`config.mk`:
```
export PLATFORM = sky130hd
export DESIGN_NAME = ring_point_emitter
export DESIGN_NICKNAME = d
export VERILOG_FILES = /design/src/rtl/rpe_pkg.sv /design/src/rtl/rpe_divider.sv /design/src/rtl/rpe_datapath.sv /design/src/rtl/rpe_ctrl.sv /design/src/rtl/ring_point_emitter.sv
export SDC_FILE = /design/constraint.sdc
export NUM_CORES = 2
export LEC_CHECK = 0
export BUFFER_PORTS_ARGS = -buffer_cell sky130_fd_sc_hd__buf_2
export CAP_MARGIN = 20
export CORE_ASPECT_RATIO = 1.4
export CORE_UTILIZATION = 60
export CTS_BUF_LIST = sky130_fd_sc_hd__clkbuf_4 sky130_fd_sc_hd__clkbuf_8
export DETAILED_ROUTE_END_ITERATION = 8
export HOLD_SLACK_MARGIN = 0.03
export PLACE_DENSITY = 0.85
export SLEW_MARGIN = 20
export SYNTH_ARGS = -nofsm -noshare
export SYNTH_HDL_FRONTEND = slang
export SYNTH_SLANG_ARGS = --single-unit
```
`constraint.sdc`:
```
create_clock -name clk -period 10.6 [get_ports clk]
set_input_delay 1.59 -clock clk [delete_from_list [all_inputs] [get_ports clk]]
set_output_delay 1.59 -clock clk [all_outputs]
set_load 0.01 [all_outputs]
```
`src/rtl/rpe_pkg.sv`:
```
// Shared constants, command/status types and series tables for the ring point emitter.
package rpe_pkg;

  // Phase accumulator width and the internal angle width
  localparam int PHASE_BITS = 16;
  localparam int ANG_W      = 24;

  // Iterative divider geometry
  localparam int DIVD_W    = 33;
  localparam int DIVS_W    = 16;
  localparam int DIV_CNT_W = $clog2(DIVD_W + 1);

  // Configuration port
  localparam int CFG_IDX_W  = 2;
  localparam int CFG_DATA_W = 16;

  localparam logic [CFG_IDX_W-1:0] REG_RING_RADIUS   = 2'd0;
  localparam logic [CFG_IDX_W-1:0] REG_RADIUS_JITTER = 2'd1;
  localparam logic [CFG_IDX_W-1:0] REG_ELEVATION     = 2'd2;
  localparam logic [CFG_IDX_W-1:0] REG_STEPS         = 2'd3;

  // Q2.30 constants
  localparam logic [30:0] Q30_ONE = 31'h4000_0000;
  localparam logic [31:0] PI4_Q30 = 32'd843314857;

  // Series term codes: sine terms first, then cosine terms
  localparam logic [2:0] TERM_SIN_FIRST = 3'd0;
  localparam logic [2:0] TERM_SIN_LAST  = 3'd3;
  localparam logic [2:0] TERM_COS_FIRST = 3'd4;
  localparam logic [2:0] TERM_COS_LAST  = 3'd7;

  // Reciprocals floor(2^32 / d) of the series divisors
  localparam logic [31:0] RCP_72 = 32'((64'h1_0000_0000) / 72);
  localparam logic [31:0] RCP_42 = 32'((64'h1_0000_0000) / 42);
  localparam logic [31:0] RCP_20 = 32'((64'h1_0000_0000) / 20);
  localparam logic [31:0] RCP_6  = 32'((64'h1_0000_0000) / 6);
  localparam logic [31:0] RCP_56 = 32'((64'h1_0000_0000) / 56);
  localparam logic [31:0] RCP_30 = 32'((64'h1_0000_0000) / 30);
  localparam logic [31:0] RCP_12 = 32'((64'h1_0000_0000) / 12);
  localparam logic [31:0] RCP_2  = 32'((64'h1_0000_0000) / 2);

  // Datapath operations
  typedef enum logic [4:0] {
    OP_IDLE,
    OP_DIV_ELEV,
    OP_DIV_STEPS,
    OP_STORE_INCR,
    OP_ANG,
    OP_MUL_X,
    OP_MUL_XX,
    OP_RCP,
    OP_CORR,
    OP_MUL_X2A,
    OP_MUL_XA,
    OP_RND_S,
    OP_RND_C,
    OP_FOLD,
    OP_STORE_ELEV,
    OP_SPR_MUL,
    OP_SPR_RND,
    OP_RM_MUL,
    OP_RM_RND,
    OP_PUBLISH
  } dp_op_t;

  typedef struct packed {
    dp_op_t     op;
    logic [2:0] idx;       // series term or product select
    logic       src_elev;  // angle comes from the elevation quotient
    logic       in_take;   // input request accepted
    logic       cfg_take;  // configuration request accepted
  } dp_cmd_t;

  typedef struct packed {
    logic div_busy;
  } dp_status_t;

  // Divisor of each series term
  function automatic logic [6:0] term_div(input logic [2:0] term);
    logic [6:0] d;
    case (term)
      3'd0:    d = 7'd72;
      3'd1:    d = 7'd42;
      3'd2:    d = 7'd20;
      3'd3:    d = 7'd6;
      3'd4:    d = 7'd56;
      3'd5:    d = 7'd30;
      3'd6:    d = 7'd12;
      default: d = 7'd2;
    endcase
    return d;
  endfunction

  // Reciprocal of each series term divisor
  function automatic logic [31:0] term_rcp(input logic [2:0] term);
    logic [31:0] m;
    case (term)
      3'd0:    m = RCP_72;
      3'd1:    m = RCP_42;
      3'd2:    m = RCP_20;
      3'd3:    m = RCP_6;
      3'd4:    m = RCP_56;
      3'd5:    m = RCP_30;
      3'd6:    m = RCP_12;
      default: m = RCP_2;
    endcase
    return m;
  endfunction

endpackage

```
`src/rtl/rpe_divider.sv`:
```
// Restoring radix-2 divider, one quotient bit per cycle.
module rpe_divider
  import rpe_pkg::*;
(
  input  logic              clk,
  input  logic              rst_n,
  input  logic              start,
  input  logic [DIVD_W-1:0] dividend,
  input  logic [DIVS_W-1:0] divisor,
  output logic              busy,
  output logic [DIVD_W-1:0] quotient
);

  logic                 busy_r;
  logic [DIV_CNT_W-1:0] cnt_r;
  logic [DIVS_W-1:0]    rem_r;
  logic [DIVS_W-1:0]    divisor_r;
  logic [DIVD_W-1:0]    quo_r;

  logic [DIVS_W:0]      trial;
  logic [DIVS_W:0]      diff;
  logic                 fits;
  logic [DIVS_W-1:0]    rem_nxt;

  // Trial subtract of the next partial remainder
  always_comb begin
    trial   = {rem_r, quo_r[DIVD_W-1]};
    diff    = trial - {1'b0, divisor_r};
    fits    = (trial >= {1'b0, divisor_r});
    rem_nxt = fits ? diff[DIVS_W-1:0] : trial[DIVS_W-1:0];
  end

  // Hold the busy flag and the step count
  always_ff @(posedge clk) begin
    if (!rst_n) begin
      busy_r <= 1'b0;
      cnt_r  <= '0;
    end else if (start) begin
      busy_r <= 1'b1;
      cnt_r  <= '0;
    end else if (busy_r) begin
      cnt_r <= cnt_r + DIV_CNT_W'(1);
      if (cnt_r == DIV_CNT_W'(DIVD_W - 1)) begin
        busy_r <= 1'b0;
      end
    end
  end

  // Shift dividend bits in, quotient bits out
  always_ff @(posedge clk) begin
    if (start) begin
      rem_r     <= '0;
      divisor_r <= divisor;
      quo_r     <= dividend;
    end else if (busy_r) begin
      rem_r <= rem_nxt;
      quo_r <= {quo_r[DIVD_W-2:0], fits};
    end
  end

  assign busy     = busy_r;
  assign quotient = quo_r;

endmodule

```
`src/rtl/rpe_datapath.sv`:
```
// Datapath: registers, shared multiplier, sine/cosine series and rounding products.
module rpe_datapath
  import rpe_pkg::*;
(
  input  logic                  clk,
  input  logic                  rst_n,
  input  dp_cmd_t               cmd,
  output dp_status_t            status,
  input  logic [15:0]           in_random_phase,
  input  logic signed [15:0]    in_random_jitter,
  input  logic [CFG_IDX_W-1:0]  cfg_index,
  input  logic [CFG_DATA_W-1:0] cfg_data,
  output logic signed [17:0]    pos_x,
  output logic signed [17:0]    pos_y,
  output logic signed [15:0]    vel_x,
  output logic signed [15:0]    vel_y,
  output logic signed [15:0]    vel_z
);

  localparam logic [8:0]  ELEV_FULL  = 9'd360;
  localparam logic [8:0]  ELEV_LOW   = 9'd90;
  localparam logic [8:0]  ELEV_HIGH  = 9'd270;
  // Turn fraction of d degrees is (d * 2^21 + 22) / 45; 45 via ceil(2^36 / 45)
  localparam logic [29:0] ELEV_BIAS  = 30'd22;
  localparam logic [31:0] ELEV_RCP   = 32'd1527099484;
  localparam logic signed [15:0] H_RESET = 16'sd16384;

  // Configuration and derived state
  logic [15:0]            ring_radius_r;
  logic [15:0]            radius_jitter_r;
  logic [8:0]             elevation_r;
  logic [15:0]            steps_r;
  logic [PHASE_BITS-1:0]  incr_r;
  logic [PHASE_BITS-1:0]  phase_r;
  logic signed [15:0]     se_r;
  logic signed [15:0]     h_r;

  // Working registers
  logic signed [15:0]     jitter_r;
  logic [2:0]             oct_r;
  logic [21:0]            r_r;
  logic [29:0]            x_r;
  logic [29:0]            x2_r;
  logic [29:0]            v_r;
  logic [30:0]            acc_r;
  logic [14:0]            sq_r;
  logic [14:0]            cq_r;
  logic signed [15:0]     sin_r;
  logic signed [15:0]     cos_r;
  logic [63:0]            prod_r;
  logic                   neg_r;
  logic signed [17:0]     reff_r;
  logic [17:0]            res_px_r;
  logic [17:0]            res_py_r;
  logic [15:0]            res_vx_r;
  logic [15:0]            res_vy_r;
  logic [17:0]            out_px_r;
  logic [17:0]            out_py_r;
  logic [15:0]            out_vx_r;
  logic [15:0]            out_vy_r;
  logic [15:0]            out_vz_r;

  // Divider hookup
  logic                   div_start;
  logic [DIVD_W-1:0]      div_dividend;
  logic [DIVS_W-1:0]      div_divisor;
  logic                   div_busy;
  logic [DIVD_W-1:0]      div_q;

  // Combinational helpers
  logic [31:0]            mul_a;
  logic [31:0]            mul_b;
  logic [63:0]            mul_p;
  logic                   mul_neg;
  logic [23:0]            rp_ext;
  logic [23:0]            rp_sh;
  logic [ANG_W-1:0]       t_phase;
  logic [ANG_W-1:0]       t_ang;
  logic [21:0]            r_fold;
  logic [29:0]            x_val;
  logic [29:0]            v_val;
  logic [29:0]            q0;
  logic [6:0]             dv;
  logic [36:0]            qd;
  logic [30:0]            rem31;
  logic                   bump;
  logic [30:0]            rnd_s;
  logic [30:0]            rnd_c;
  logic signed [15:0]     sqs;
  logic signed [15:0]     cqs;
  logic signed [15:0]     sin_f;
  logic signed [15:0]     cos_f;
  logic [15:0]            habs;
  logic                   elev_neg;
  logic [8:0]             elev_mod;
  logic [29:0]            elev_num;
  logic [32:0]            spr_rnd;
  logic [18:0]            spr_q;
  logic [18:0]            spread;
  logic [18:0]            reff_sum;
  logic [32:0]            rm_rnd;
  logic [18:0]            rm_q;
  logic [18:0]            rm_val;

  function automatic logic [15:0] abs16(input logic signed [15:0] v);
    return v[15] ? 16'(-v) : 16'(v);
  endfunction

  function automatic logic [17:0] abs18(input logic signed [17:0] v);
    return v[17] ? 18'(-v) : 18'(v);
  endfunction

  rpe_divider u_div (
    .clk      (clk),
    .rst_n    (rst_n),
    .start    (div_start),
    .dividend (div_dividend),
    .divisor  (div_divisor),
    .busy     (div_busy),
    .quotient (div_q)
  );

  assign status.div_busy = div_busy;

  // Divider operands for the phase increment, numerator for the elevation angle
  always_comb begin
    elev_mod     = (elevation_r >= ELEV_FULL) ? (elevation_r - ELEV_FULL) : elevation_r;
    elev_num     = {elev_mod, 21'd0} + ELEV_BIAS;
    div_start    = (cmd.op == OP_DIV_STEPS);
    div_dividend = (DIVD_W'(1) << PHASE_BITS) + DIVD_W'(steps_r >> 1);
    div_divisor  = steps_r;
  end

  // Angle source and octant reduction
  always_comb begin
    rp_ext  = {in_random_phase, 8'h00};
    rp_sh   = rp_ext >> (ANG_W - PHASE_BITS);
    t_phase = ANG_W'(phase_r) << (ANG_W - PHASE_BITS);
    t_ang   = cmd.src_elev ? prod_r[59:36] : t_phase;
    r_fold  = t_ang[21] ? (22'h200000 - {1'b0, t_ang[20:0]}) : {1'b0, t_ang[20:0]};
    x_val   = prod_r[50:21];
    v_val   = (cmd.idx == TERM_COS_FIRST) ? x2_r : prod_r[59:30];
  end

  // Select the shared multiplier operands
  always_comb begin
    mul_a   = '0;
    mul_b   = '0;
    mul_neg = 1'b0;
    case (cmd.op)
      OP_DIV_ELEV: begin
        mul_a = 32'(elev_num);
        mul_b = ELEV_RCP;
      end
      OP_MUL_X: begin
        mul_a = 32'(r_r);
        mul_b = PI4_Q30;
      end
      OP_MUL_XX: begin
        mul_a = 32'(x_val);
        mul_b = 32'(x_val);
      end
      OP_RCP: begin
        mul_a = 32'(v_val);
        mul_b = term_rcp(cmd.idx);
      end
      OP_MUL_X2A: begin
        mul_a = 32'(x2_r);
        mul_b = 32'(acc_r);
      end
      OP_MUL_XA: begin
        mul_a = 32'(x_r);
        mul_b = 32'(acc_r);
      end
      OP_SPR_MUL: begin
        mul_a   = 32'(radius_jitter_r);
        mul_b   = 32'(abs16(jitter_r));
        mul_neg = jitter_r[15];
      end
      OP_RM_MUL: begin
        case (cmd.idx[1:0])
          2'd0: begin
            mul_a   = 32'(abs16(cos_r));
            mul_b   = 32'(abs18(reff_r));
            mul_neg = cos_r[15] ^ reff_r[17];
          end
          2'd1: begin
            mul_a   = 32'(abs16(sin_r));
            mul_b   = 32'(abs18(reff_r));
            mul_neg = sin_r[15] ^ reff_r[17];
          end
          2'd2: begin
            mul_a   = 32'(abs16(cos_r));
            mul_b   = 32'(abs16(h_r));
            mul_neg = cos_r[15] ^ h_r[15];
          end
          default: begin
            mul_a   = 32'(abs16(sin_r));
            mul_b   = 32'(abs16(h_r));
            mul_neg = sin_r[15] ^ h_r[15];
          end
        endcase
      end
      default: begin
        mul_a = '0;
        mul_b = '0;
      end
    endcase
    mul_p = mul_a * mul_b;
  end

  // Reciprocal correction, series rounding and octant fold
  always_comb begin
    q0    = prod_r[61:32];
    dv    = term_div(cmd.idx);
    qd    = q0 * dv;
    rem31 = 31'(v_r) - qd[30:0];
    bump  = (rem31 >= 31'(dv));
    rnd_s = 31'(prod_r[59:30]) + 31'd32768;
    rnd_c = acc_r + 31'd32768;
    sqs   = signed'({1'b0, sq_r});
    cqs   = signed'({1'b0, cq_r});
    case (oct_r)
      3'd0:    begin sin_f = sqs;  cos_f = cqs;  end
      3'd1:    begin sin_f = cqs;  cos_f = sqs;  end
      3'd2:    begin sin_f = cqs;  cos_f = -sqs; end
      3'd3:    begin sin_f = sqs;  cos_f = -cqs; end
      3'd4:    begin sin_f = -sqs; cos_f = -cqs; end
      3'd5:    begin sin_f = -cqs; cos_f = -sqs; end
      3'd6:    begin sin_f = -cqs; cos_f = sqs;  end
      default: begin sin_f = -sqs; cos_f = cqs;  end
    endcase
    habs     = abs16(cos_r);
    elev_neg = (elevation_r > ELEV_LOW) && (elevation_r < ELEV_HIGH);
  end

  // Signed rounding of the spread and of the output products
  always_comb begin
    spr_rnd  = 33'(prod_r[31:0]) + 33'd16384;
    spr_q    = {1'b0, spr_rnd[32:15]};
    spread   = neg_r ? (19'd0 - spr_q) : spr_q;
    reff_sum = 19'(ring_radius_r) + spread;
    rm_rnd   = 33'(prod_r[31:0]) + 33'd8192;
    rm_q     = rm_rnd[32:14];
    rm_val   = neg_r ? (19'd0 - rm_q) : rm_q;
  end

  // Hold configuration, phase and elevation-derived factors
  always_ff @(posedge clk) begin
    if (!rst_n) begin
      ring_radius_r   <= 16'd256;
      radius_jitter_r <= '0;
      elevation_r     <= '0;
      steps_r         <= '0;
      incr_r          <= '0;
      phase_r         <= '0;
      se_r            <= '0;
      h_r             <= H_RESET;
    end else begin
      if (cmd.cfg_take) begin
        case (cfg_index)
          REG_RING_RADIUS:   ring_radius_r   <= cfg_data;
          REG_RADIUS_JITTER: radius_jitter_r <= cfg_data;
          REG_ELEVATION:     elevation_r     <= cfg_data[8:0];
          REG_STEPS:         steps_r         <= cfg_data;
          default:           steps_r         <= steps_r;
        endcase
      end
      if (cmd.in_take) begin
        phase_r <= (steps_r != 16'd0) ? (phase_r + incr_r) : rp_sh[PHASE_BITS-1:0];
      end
      if (cmd.op == OP_STORE_INCR) begin
        incr_r <= (steps_r == 16'd0) ? '0 : div_q[PHASE_BITS-1:0];
      end
      if (cmd.op == OP_STORE_ELEV) begin
        se_r <= sin_r;
        h_r  <= elev_neg ? -signed'(habs) : signed'(habs);
      end
    end
  end

  // Advance the working registers
  always_ff @(posedge clk) begin
    if (cmd.in_take) begin
      jitter_r <= in_random_jitter;
    end
    case (cmd.op)
      OP_ANG: begin
        oct_r <= t_ang[23:21];
        r_r   <= r_fold;
      end
      OP_MUL_X: begin
        prod_r <= mul_p;
      end
      OP_MUL_XX: begin
        x_r    <= x_val;
        prod_r <= mul_p;
      end
      OP_RCP: begin
        v_r    <= v_val;
        prod_r <= mul_p;
        if (cmd.idx == TERM_SIN_FIRST) begin
          x2_r <= v_val;
        end
      end
      OP_CORR: begin
        acc_r <= Q30_ONE - 31'(q0) - 31'(bump);
      end
      OP_DIV_ELEV, OP_MUL_X2A, OP_MUL_XA: begin
        prod_r <= mul_p;
      end
      OP_RND_S: begin
        sq_r <= rnd_s[30:16];
      end
      OP_RND_C: begin
        cq_r <= rnd_c[30:16];
      end
      OP_FOLD: begin
        sin_r <= sin_f;
        cos_r <= cos_f;
      end
      OP_SPR_MUL, OP_RM_MUL: begin
        prod_r <= mul_p;
        neg_r  <= mul_neg;
      end
      OP_SPR_RND: begin
        reff_r <= signed'(reff_sum[17:0]);
      end
      OP_RM_RND: begin
        case (cmd.idx[1:0])
          2'd0:    res_px_r <= rm_val[17:0];
          2'd1:    res_py_r <= rm_val[17:0];
          2'd2:    res_vx_r <= rm_val[15:0];
          default: res_vy_r <= rm_val[15:0];
        endcase
      end
      OP_PUBLISH: begin
        out_px_r <= res_px_r;
        out_py_r <= res_py_r;
        out_vx_r <= res_vx_r;
        out_vy_r <= res_vy_r;
        out_vz_r <= se_r;
      end
      default: begin
        prod_r <= prod_r;
      end
    endcase
  end

  assign pos_x = signed'(out_px_r);
  assign pos_y = signed'(out_py_r);
  assign vel_x = signed'(out_vx_r);
  assign vel_y = signed'(out_vy_r);
  assign vel_z = signed'(out_vz_r);

endmodule

```
`src/rtl/rpe_ctrl.sv`:
```
// Controller: sequences configuration jobs, the sine/cosine series and the output products.
module rpe_ctrl
  import rpe_pkg::*;
(
  input  logic                 clk,
  input  logic                 rst_n,
  input  logic                 in_tvalid,
  output logic                 in_tready,
  output logic                 out_tvalid,
  input  logic                 out_tready,
  input  logic                 cfg_valid,
  output logic                 cfg_ready,
  input  logic [CFG_IDX_W-1:0] cfg_index,
  input  dp_status_t           status,
  output dp_cmd_t              cmd
);

  typedef enum logic [4:0] {
    ST_IDLE,
    ST_DIV_GO,
    ST_DIV_WAIT,
    ST_STORE_INCR,
    ST_ANG,
    ST_MUL_X,
    ST_MUL_XX,
    ST_RCP,
    ST_CORR,
    ST_MUL_X2A,
    ST_MUL_XA,
    ST_RND_S,
    ST_RND_C,
    ST_FOLD,
    ST_STORE_ELEV,
    ST_SPR_MUL,
    ST_SPR_RND,
    ST_RM_MUL,
    ST_RM_RND,
    ST_PUBLISH
  } state_t;

  typedef enum logic [1:0] {
    JOB_ITEM,
    JOB_ELEV,
    JOB_STEPS
  } job_t;

  state_t     state_r;
  job_t       job_r;
  logic [2:0] term_r;
  logic       out_valid_r;
  logic       pub_ok;

  assign pub_ok     = !out_valid_r || out_tready;
  assign cfg_ready  = (state_r == ST_IDLE);
  assign in_tready  = (state_r == ST_IDLE) && !cfg_valid;
  assign out_tvalid = out_valid_r;

  // Decode the state into a datapath command
  always_comb begin
    cmd          = '0;
    cmd.op       = OP_IDLE;
    cmd.idx      = term_r;
    cmd.src_elev = (job_r == JOB_ELEV);
    case (state_r)
      ST_IDLE: begin
        cmd.cfg_take = cfg_valid;
        cmd.in_take  = in_tvalid && !cfg_valid;
      end
      ST_DIV_GO:     cmd.op = (job_r == JOB_ELEV) ? OP_DIV_ELEV : OP_DIV_STEPS;
      ST_STORE_INCR: cmd.op = OP_STORE_INCR;
      ST_ANG:        cmd.op = OP_ANG;
      ST_MUL_X:      cmd.op = OP_MUL_X;
      ST_MUL_XX:     cmd.op = OP_MUL_XX;
      ST_RCP:        cmd.op = OP_RCP;
      ST_CORR:       cmd.op = OP_CORR;
      ST_MUL_X2A:    cmd.op = OP_MUL_X2A;
      ST_MUL_XA:     cmd.op = OP_MUL_XA;
      ST_RND_S:      cmd.op = OP_RND_S;
      ST_RND_C:      cmd.op = OP_RND_C;
      ST_FOLD:       cmd.op = OP_FOLD;
      ST_STORE_ELEV: cmd.op = OP_STORE_ELEV;
      ST_SPR_MUL:    cmd.op = OP_SPR_MUL;
      ST_SPR_RND:    cmd.op = OP_SPR_RND;
      ST_RM_MUL:     cmd.op = OP_RM_MUL;
      ST_RM_RND:     cmd.op = OP_RM_RND;
      ST_PUBLISH:    cmd.op = pub_ok ? OP_PUBLISH : OP_IDLE;
      default:       cmd.op = OP_IDLE;
    endcase
  end

  // Hold state, job, term count and the output valid flag
  always_ff @(posedge clk) begin
    if (!rst_n) begin
      state_r     <= ST_IDLE;
      job_r       <= JOB_ITEM;
      term_r      <= '0;
      out_valid_r <= 1'b0;
    end else begin
      if ((state_r == ST_PUBLISH) && pub_ok) begin
        out_valid_r <= 1'b1;
      end else if (out_tready) begin
        out_valid_r <= 1'b0;
      end

      case (state_r)
        ST_IDLE: begin
          if (cfg_valid) begin
            if (cfg_index == REG_ELEVATION) begin
              job_r   <= JOB_ELEV;
              state_r <= ST_DIV_GO;
            end else if (cfg_index == REG_STEPS) begin
              job_r   <= JOB_STEPS;
              state_r <= ST_DIV_GO;
            end
          end else if (in_tvalid) begin
            job_r   <= JOB_ITEM;
            state_r <= ST_ANG;
          end
        end
        ST_DIV_GO: state_r <= ST_DIV_WAIT;
        ST_DIV_WAIT: begin
          if (!status.div_busy) begin
            state_r <= (job_r == JOB_ELEV) ? ST_ANG : ST_STORE_INCR;
          end
        end
        ST_STORE_INCR: state_r <= ST_IDLE;
        ST_ANG: begin
          term_r  <= TERM_SIN_FIRST;
          state_r <= ST_MUL_X;
        end
        ST_MUL_X:  state_r <= ST_MUL_XX;
        ST_MUL_XX: state_r <= ST_RCP;
        ST_RCP:    state_r <= ST_CORR;
        ST_CORR: begin
          if (term_r == TERM_SIN_LAST) begin
            state_r <= ST_MUL_XA;
          end else if (term_r == TERM_COS_LAST) begin
            state_r <= ST_RND_C;
          end else begin
            term_r  <= term_r + 3'd1;
            state_r <= ST_MUL_X2A;
          end
        end
        ST_MUL_X2A: state_r <= ST_RCP;
        ST_MUL_XA:  state_r <= ST_RND_S;
        ST_RND_S: begin
          term_r  <= TERM_COS_FIRST;
          state_r <= ST_RCP;
        end
        ST_RND_C: state_r <= ST_FOLD;
        ST_FOLD:  state_r <= (job_r == JOB_ELEV) ? ST_STORE_ELEV : ST_SPR_MUL;
        ST_STORE_ELEV: state_r <= ST_IDLE;
        ST_SPR_MUL: state_r <= ST_SPR_RND;
        ST_SPR_RND: begin
          term_r  <= '0;
          state_r <= ST_RM_MUL;
        end
        ST_RM_MUL: state_r <= ST_RM_RND;
        ST_RM_RND: begin
          if (term_r == 3'd3) begin
            state_r <= ST_PUBLISH;
          end else begin
            term_r  <= term_r + 3'd1;
            state_r <= ST_RM_MUL;
          end
        end
        ST_PUBLISH: begin
          if (pub_ok) begin
            state_r <= ST_IDLE;
          end
        end
        default: state_r <= ST_IDLE;
      endcase
    end
  end

endmodule

```
`src/rtl/ring_point_emitter.sv`:
```
// Top level of the ring point emitter: controller, datapath and stream ports.
//
// Each input request yields one particle: a position on the ring and a unit launch velocity.
// Each item is sequenced through one shared 32x32 multiplier, which steps through the
// octant-reduced sine and cosine series, the spread product and then the four rounded
// output products. A finished result waits in the output register while the next item
// is taken. A write of elevation_degrees keeps both ready lines low during one reciprocal
// multiply for the turn fraction and then the series; a write of steps_per_turn keeps
// them low while a 33-step divider computes the phase increment. The other two
// registers take effect at once. While cfg_valid is high, input waits.
module ring_point_emitter
  import rpe_pkg::*;
(
  input  logic                  clk,
  input  logic                  rst_n,
  input  logic                  in_tvalid,
  output logic                  in_tready,
  input  logic [31:0]           in_tdata,   // random_phase[15:0], random_jitter[31:16]
  output logic                  out_tvalid,
  input  logic                  out_tready,
  output logic [87:0]           out_tdata,  // pos_x[17:0], pos_y[35:18], vel_x[51:36],
                                            // vel_y[67:52], vel_z[83:68], zero[87:84]
  input  logic                  cfg_valid,
  output logic                  cfg_ready,
  input  logic [CFG_IDX_W-1:0]  cfg_index,
  input  logic [CFG_DATA_W-1:0] cfg_data
);

  dp_cmd_t            cmd;
  dp_status_t         status;
  logic signed [17:0] pos_x;
  logic signed [17:0] pos_y;
  logic signed [15:0] vel_x;
  logic signed [15:0] vel_y;
  logic signed [15:0] vel_z;

  rpe_ctrl u_ctrl (
    .clk        (clk),
    .rst_n      (rst_n),
    .in_tvalid  (in_tvalid),
    .in_tready  (in_tready),
    .out_tvalid (out_tvalid),
    .out_tready (out_tready),
    .cfg_valid  (cfg_valid),
    .cfg_ready  (cfg_ready),
    .cfg_index  (cfg_index),
    .status     (status),
    .cmd        (cmd)
  );

  rpe_datapath u_dp (
    .clk              (clk),
    .rst_n            (rst_n),
    .cmd              (cmd),
    .status           (status),
    .in_random_phase  (in_tdata[15:0]),
    .in_random_jitter (signed'(in_tdata[31:16])),
    .cfg_index        (cfg_index),
    .cfg_data         (cfg_data),
    .pos_x            (pos_x),
    .pos_y            (pos_y),
    .vel_x            (vel_x),
    .vel_y            (vel_y),
    .vel_z            (vel_z)
  );

  // Pack the result fields, lowest field first
  assign out_tdata = {4'h0, vel_z, vel_y, vel_x, pos_y, pos_x};

endmodule

```
### After elaboration in Yosys (flattened, before gate mapping)

Index checks and enable logic that the tools add are counted.
W data, S select, Z words.

| word-level totals | value |
|---|---|
| register bits after elaboration | 661 |
| bits of input ports | 55 |
| output and inout bits | 91 |
| word-level logic and storage cells | 247 |

| cells by class | value |
|---|---|
| $add $sub $neg | 26 |
| multipliers | 2 |
| order comparisons | 5 |
| equal/unequal tests | 66 |
| muxes and demuxes | 56 |
| bitwise gates (word level) | 6 |
| reduce and logical (&&, ||, !) cells | 45 |

Operator list:

| operator | count |
|---|---|
| $pmux W32 S7 | 2 |
| $pmux W30 S8 | 1 |
| $mux W16 | 9 |
| $pmux W16 S3 | 2 |
| $pmux W5 S18 | 1 |
| $eq A5 B4 Y1 const B | 16 |
| $neg A16 Y16 | 5 |
| $pmux W5 S16 | 1 |
| $mux W18 | 4 |
| $mux W33 | 2 |
| $mul A30 B32 Y62 | 1 |
| $pmux W7 S7 | 1 |
| $eq A5 B3 Y1 const B | 8 |
| $eq A5 B5 Y1 const B | 8 |
| $mux W5 | 8 |
| $sub A1 B18 Y18 const A | 2 |
| $add A32 B15 Y33 const B | 1 |
| $add A32 B14 Y32 const B | 1 |
| $neg A15 Y16 | 2 |
| $add A30 B16 Y31 const B | 1 |
| $add A31 B16 Y31 const B | 1 |
| $ge A31 B7 Y1 | 1 |
| $mul A30 B7 Y31 | 1 |
| $sub A30 B31 Y31 | 1 |
| other kinds (57) | 126 |

### Longest topological paths before layout

| depth | value |
|---|---|
| depth after elaboration | 8 |
| mapped depth | 45 |

### By module

A second synthesis with hierarchy kept.

| second synthesis, totals | value |
|---|---|
| cell total of the unflattened synthesis | 7547 |
| area total of the unflattened synthesis | 70448.8 um2 |

By module, submodules not included:

| module | instances | cells each | area each (um2) | seq. area each (um2) |
|---|---|---|---|---|
| rpe_datapath | 1 | 7083 | 65602.9 | 15755.1 |
| rpe_divider | 1 | 327 | 3781.1 | 1931.9 |
| rpe_ctrl | 1 | 132 | 1031.0 | 220.2 |
| ring_point_emitter | 1 | 5 | 33.8 | 0.0 |

### Worst setup path before layout

No wires, ideal clock.

| timing | value |
|---|---|
| path kind | register -> register |
| from | reg u_ctrl.term_r[0] |
| to | reg u_dp.prod_r[59], data pin |
| library setup time | 260 ps |
| data arrival time | 10417 ps |
| setup slack | -77 ps |
| cell stages (with the launch flop) | 38 |
| cells stage by stage | dfxtp_1 -> inv_1 -> clkbuf_1 -> ha_1 -> buf_2 -> nand2_1 -> buf_1 -> buf_1 -> clkbuf_1 -> mux2_2 -> a221oi_1 -> clkbuf_1 -> nor2_1 -> fa_1 -> inv_1 -> fa_1 -> inv_1 -> fa_1 -> [... 2 more ...] -> fa_1 -> fa_1 -> inv_1 -> fa_1 -> inv_1 -> ha_1 -> a21o_1 -> a21o_1 -> a21oi_1 -> o21ai_0 -> a311oi_1 -> o21a_1 -> o41ai_1 -> a41oi_2 -> a31oi_1 -> a311o_1 -> a221oi_2 -> xnor2_1 |

RTL lines:

| element | RTL line | source |
|---|---|---|
| start: declaration | rpe_ctrl.sv:49 | `logic [2:0] term_r;` |
| start signal: assignment | rpe_ctrl.sv:140 | `term_r <= term_r + 3'd1;` |
| start signal: assignment | rpe_ctrl.sv:163 | `term_r <= term_r + 3'd1;` |
| $eq A3 B3 Y1 | rpe_datapath.sv:142 | `v_val = (cmd.idx == TERM_COS_FIRST) ? x2_r : prod_r[59:30];` |
| $mux W30 | rpe_datapath.sv:142 |  |
| named net u_dp.v_val[18] | rpe_datapath.sv:81 | `logic [29:0] v_val;` |
| $pmux W30 S8 | rpe_datapath.sv:150 | `case (cmd.op)` |
| $mul A30 B32 Y62 | rpe_datapath.sv:209 | `mul_p = mul_a * mul_b;` |
| named net u_dp.mul_p[59] | rpe_datapath.sv:73 | `logic [63:0] mul_p;` |
| end signal: assignment | rpe_datapath.sv:293 | `prod_r <= mul_p;` |
| end signal: assignment | rpe_datapath.sv:297 | `prod_r <= mul_p;` |
| end signal: assignment | rpe_datapath.sv:301 | `prod_r <= mul_p;` |
| end: declaration | rpe_datapath.sv:50 | `logic [63:0] prod_r;` |

The timed path passes the listed nets, and every way through them passes these cells.
A chain may end at the register's enable or synchronous reset.

### Worst setup path in the final report

| timing | value |
|---|---|
| from | reg u_ctrl.state_r[2] |
| to | reg u_dp.prod_r[59], data pin |

| on the way | value |
|---|---|
| longest elaborated chain between the ends | 6 |

RTL lines:

| element | RTL line | source |
|---|---|---|
| start: declaration | rpe_ctrl.sv:47 | `state_t state_r;` |
| start signal: assignment | rpe_ctrl.sv:123 | `state_r <= (job_r == JOB_ELEV) ? ST_ANG : ST_STORE_INCR;` |
| start signal: assignment | rpe_ctrl.sv:151 | `ST_FOLD: state_r <= (job_r == JOB_ELEV) ? ST_STORE_ELEV : ST_SPR_MUL;` |
| $eq A5 B5 Y1 (tied with other cells) | rpe_ctrl.sv:64 | `case (state_r)` |
| $pmux W5 S18 (*) | rpe_ctrl.sv:64 |  |
| $eq A5 B4 Y1 | rpe_datapath.sv:150 |  |
| $reduce_or A2 Y1 (no line) | - |  |
| $pmux W32 S7 | rpe_datapath.sv:150 |  |
| $mul A30 B32 Y62 (*) | rpe_datapath.sv:209 |  |
| named net u_dp.mul_p[59] | rpe_datapath.sv:73 |  |

Mark *: on every way through the listed nets, which the timed path passes. The rest lies on a longest branch.

==> flow_summary.yaml <==
power_and_ir_drop:
  internal_power_mw: 6.11
  swShare_pct: 38.3
  irDropWorstVdd_mv: 0.171
  power.density_nw_per_um2: 127
  power_leakage_nw: 35.4
  p_comb_share_pct: 42.2
  p_sw_mw: 3.79
  pwr-share-clk_pct: 27.3
  p_seq_share_pct: 30.6
hold_path:
  hold_class: "reg -> reg"
  hold_end: "u_dp.vel_y[12]"
  hold_depth: 0
  hold_path.startpoint: "u_dp.res_vy_r[12]"
critical_path:
  arrival_ns: 11.17
  rr_worst_depth: 28
  crit_fanout: 22
  cp_common_cell: "fa_1"
  crit_slowest_cell: "fa_1"
  reg2reg_slack_ns: 0.01
  critPathMaxStageDelay_ns: 0.99
  endpoint_kind: "flop"
  timing.rr.end: "u_dp.prod_r[59]"
  worstSetupPathType: "reg -> reg"
  r2r-start: "u_ctrl.state_r[2]"
  crit_required_ns: 11.18
  cp-start-kind: "flop"
timing:
  finalCritPeriodShare_pct: 99.9
  fin_skew_ns: 0.0498
  drv_slew: 0
  slew_headroom_pct: 22.2
  holdWs_ns: 0.404
  fin_crit_ns: 10.59
  tightest_slew_ns: 1.17
  clock.fmax_mhz: 94.4
  finalSetupViolations: 0
  rsz0062_at_grt: "yes"
  finalHoldViolCount: 0
clocking:
  clk_latency_ns: 0.86
  htreeDepth: 3
  numClockSinks: 648
  clkTransAtPathRegs_ns: 0.08
  cts_hold_buf: 0
  cts-root-buf: "clkbuf_8"
  tritoncts: "yes"
  cts_buffers: 103
  cts.path.max_buffers: 3
status:
  failed_checks: "design-rule violations"
  outcome: "finished, violations left"
floorplan:
  fp.dieW_um: 290
  dieArea_um2: 117000
  die-height_um: 405
  io_pins: 146
  rows: 147
  start_util_pct: 60.6
  core-area_um2: 115000
detailed_routing:
  drc_errors: 11
  wl_mm: 269
  via_per_inst: 6.28
  wl_per_cell_um: 28.7
  vias: 58900
  ant_nets: 0
  drtIter0Drc: 6137
  firstDrtPassIters: 9
global_routing:
  grt_pass1_wl_mm: 386
  grt_use_met3_pct: 9.66
  grt-ovfl-total: 0
  grt_pass1_vias: 60500
  antenna_found_initial: 6
  grt_max_degree: 83
  grt_usage_pct: 46.2
  met1_usage_pct: 50.0
  use_met2_pct: 75.5
  grt-busiest-layer: "met2"
yosys:
  yosysTopAreaCellShare_pct: 27.8
  synth-seq-area-share_pct: 25.7
  synth_area_leaders: "fa_1 (28%), edfxtp_1 (21%), ha_1 (7.9%)"
  syn-cell-area_um2: 69600
  yosys.cell_types.count: 97
  synthArstFlopShare_pct: 0
  synth-edff-count: 493
  synthCells: 7426
  syn_avg_cell_area_um2: 9.37
  ys.flop_type: "edfxtp_1"
  ys_ff_latch: 648
  yosys_warnings: 0
  synth_top_area_cell: "fa_1"
layout:
  nNetsFinal: 9252
  syn2layout_area_growth_pct: 12.1
  multi_input_area_um2: 46600
  ff_latch_area_um2: 17900
  drive_gt1_share_pct: 12.2
  final.fill_count: 8944
  stdcell_area_um2: 78000
job:
  cap_violations: 0
place:
  routabilityCongestion: 1.08
  portBuffers: 141
  dpl-instance-area_um2: 75100
  dp_hpwl_mm: 214
## worst max-delay path by stage
stage | startpoint | end | slack (ns)
floorplan | u_ctrl.term_r[0] | u_dp.prod_r[59] | 0.007
detailed placement | u_dp.sin_r[3] | u_dp.prod_r[58] | -0.07
finish | u_ctrl.state_r[2] | u_dp.prod_r[59] | 0.01
CTS | u_ctrl.term_r[0] | u_dp.prod_r[58] | 0.02
global placement | u_dp.sin_r[3] | u_dp.prod_r[58] | -0.03
global route | u_dp.sin_r[4] | u_dp.prod_r[59] | -0.13
## cells in the final DEF (no fill, tap or decap), drive strengths merged, types with 18 or more instances in the layout
cell type and count:
inv 1101, ha 437, a31oi 36, a22oi 44, dfxtp 155, nor2b 45
fa 965, a21boi 19, o31ai 30, or3 30, o22ai 29, edfxtp 493
nor4 24, and3 54, a21oi 304, bufinv 18, xnor2 210, nand4 29
nor3 71, mux2 36, o211ai 38, a221o 27, buf 618, clkbuf 138
nor2 830, nand2b 39, a221oi 35, xor2 131, mux2i 40, clkinv 52
a21o 72, o21bai 23, nand2 1080, and2 46, nand3 118, a211oi 25
o21ai 186, o41ai 19
## power by group through the flow
stage                     clock network (mW)  logic, mW  registers, mW
after floorplan                            0       2.64           3.01
after global placement                     0       3.90           3.07
after detailed placement                   0       4.00           3.07
after CTS                               2.70       4.03           3.02
after global routing                    2.80       4.52           3.03
final                                   2.70       4.17           3.02
## logic make-up (layout without fill, tap and decap cells)
| group | after synthesis | in the layout | synth area share [%] |
|---|---|---|---|
| AO/OA/AOI/OAI | 1036 | 1036 | 9.87 |
| XOR/XNOR | 341 | 341 | 4.29 |
| adder cells (fa/ha/maj) | 1402 | 1402 | 35.6 |
| buffers and inverters | 1473 | 1929 | 8.01 |
| flip-flops | 648 | 648 | 25.7 |
| multiplexers | 89 | 89 | 1.58 |
| other | 1 | 6 | 0.00539 |
| AND/OR/NAND/NOR | 2436 | 2436 | 14.9 |
## layout make-up
class | instances | share of cell area [%]
diodes | 2 | 0.00642
clock buffers | 137 | 2.23
clock inverters | 58 | 1.05
inverters | 1115 | 5.37
multi-input cells | 5308 | 59.7
flip-flops and latches | 648 | 23.0
well taps | 1490 | 2.39
repair buffers | 619 | 6.27
## synth_stat cells, types with 13 or more instances
cell and instances:
a21oi_1 303, or2_2 15, a21o_1 72, dfxtp_1 155, mux4_2 13, xnor2_1 210
nor4_1 23, a311oi_1 15, inv_1 1096, o22ai_1 29, nand2b_1 39, nor3_1 71
edfxtp_1 493, fa_1 965, nand2_1 1080, o211ai_1 38, buf_1 32, a2111oi_0 14
a22oi_1 44, o21bai_1 23, mux2_2 35, o31ai_1 29, o21a_1 17, a21boi_0 18
ha_1 437, a211oi_1 25, nor2b_1 45, clkbuf_1 307, nand3_1 118, a31oi_1 36
clkinv_1 18, nor2_1 829, a221o_1 27, o21ai_0 181, and3_1 54, nand4_1 29
or3_1 30, mux2i_1 40, a221oi_1 34, o41ai_1 19, xor2_1 131, and2_1 46
## metrics by stage
step           setup slack (ns)  TNS, ns  power [mW]  instances  utilization (%)
2_1_floorplan           0.00716        0        5.65       7429                -
3_3_place_gp            -0.0338  -0.0448        6.97       9170             65.4
3_5_place_dp            -0.0668  -0.0668        7.06       9170             65.4
4_1_cts                  0.0184        0        9.75       9365             67.7
5_1_grt                  -0.130   -0.468        10.3       9376             67.9
6_report                 0.0119        0        9.90       9377             67.9
## registers in the layout (all words and copies together) (netlist names), 22 cells and up
| signal | count |
|---|---|
| u_dp.prod_r | 49 |
| u_dp.x2_r | 30 |
| u_dp.x_r | 30 |
| u_dp.r_r | 22 |
| u_dp.v_r | 30 |
| u_dp.u_div.quotient | 33 |
| u_dp.acc_r | 31 |
## what timing repair did
action,CTS,global route
gates resized for setup,2,50
pin swaps,0,11
buffers inserted,0,10
setup endpoints to repair,3,24
## critical path, delay by kind of cell, from the launching register on
kind                     cells  cell delay [ns]
buffers and inverters        6             1.59
flip-flops                   1             0.39
adder cells (fa/ha/maj)      9             4.74
AND/OR/NAND/NOR              4             1.24
XOR/XNOR                     1             0.10
AO/OA/AOI/OAI                8             2.19
## routing by layer
layer	vias up	part of all wire, %
met5	-	0.020
met4	8	11
met3	1188	9.2
met2	3699	47
met1	29100	32
li1	24900	-
No activity file was read; power rests on OpenSTA's default activity.
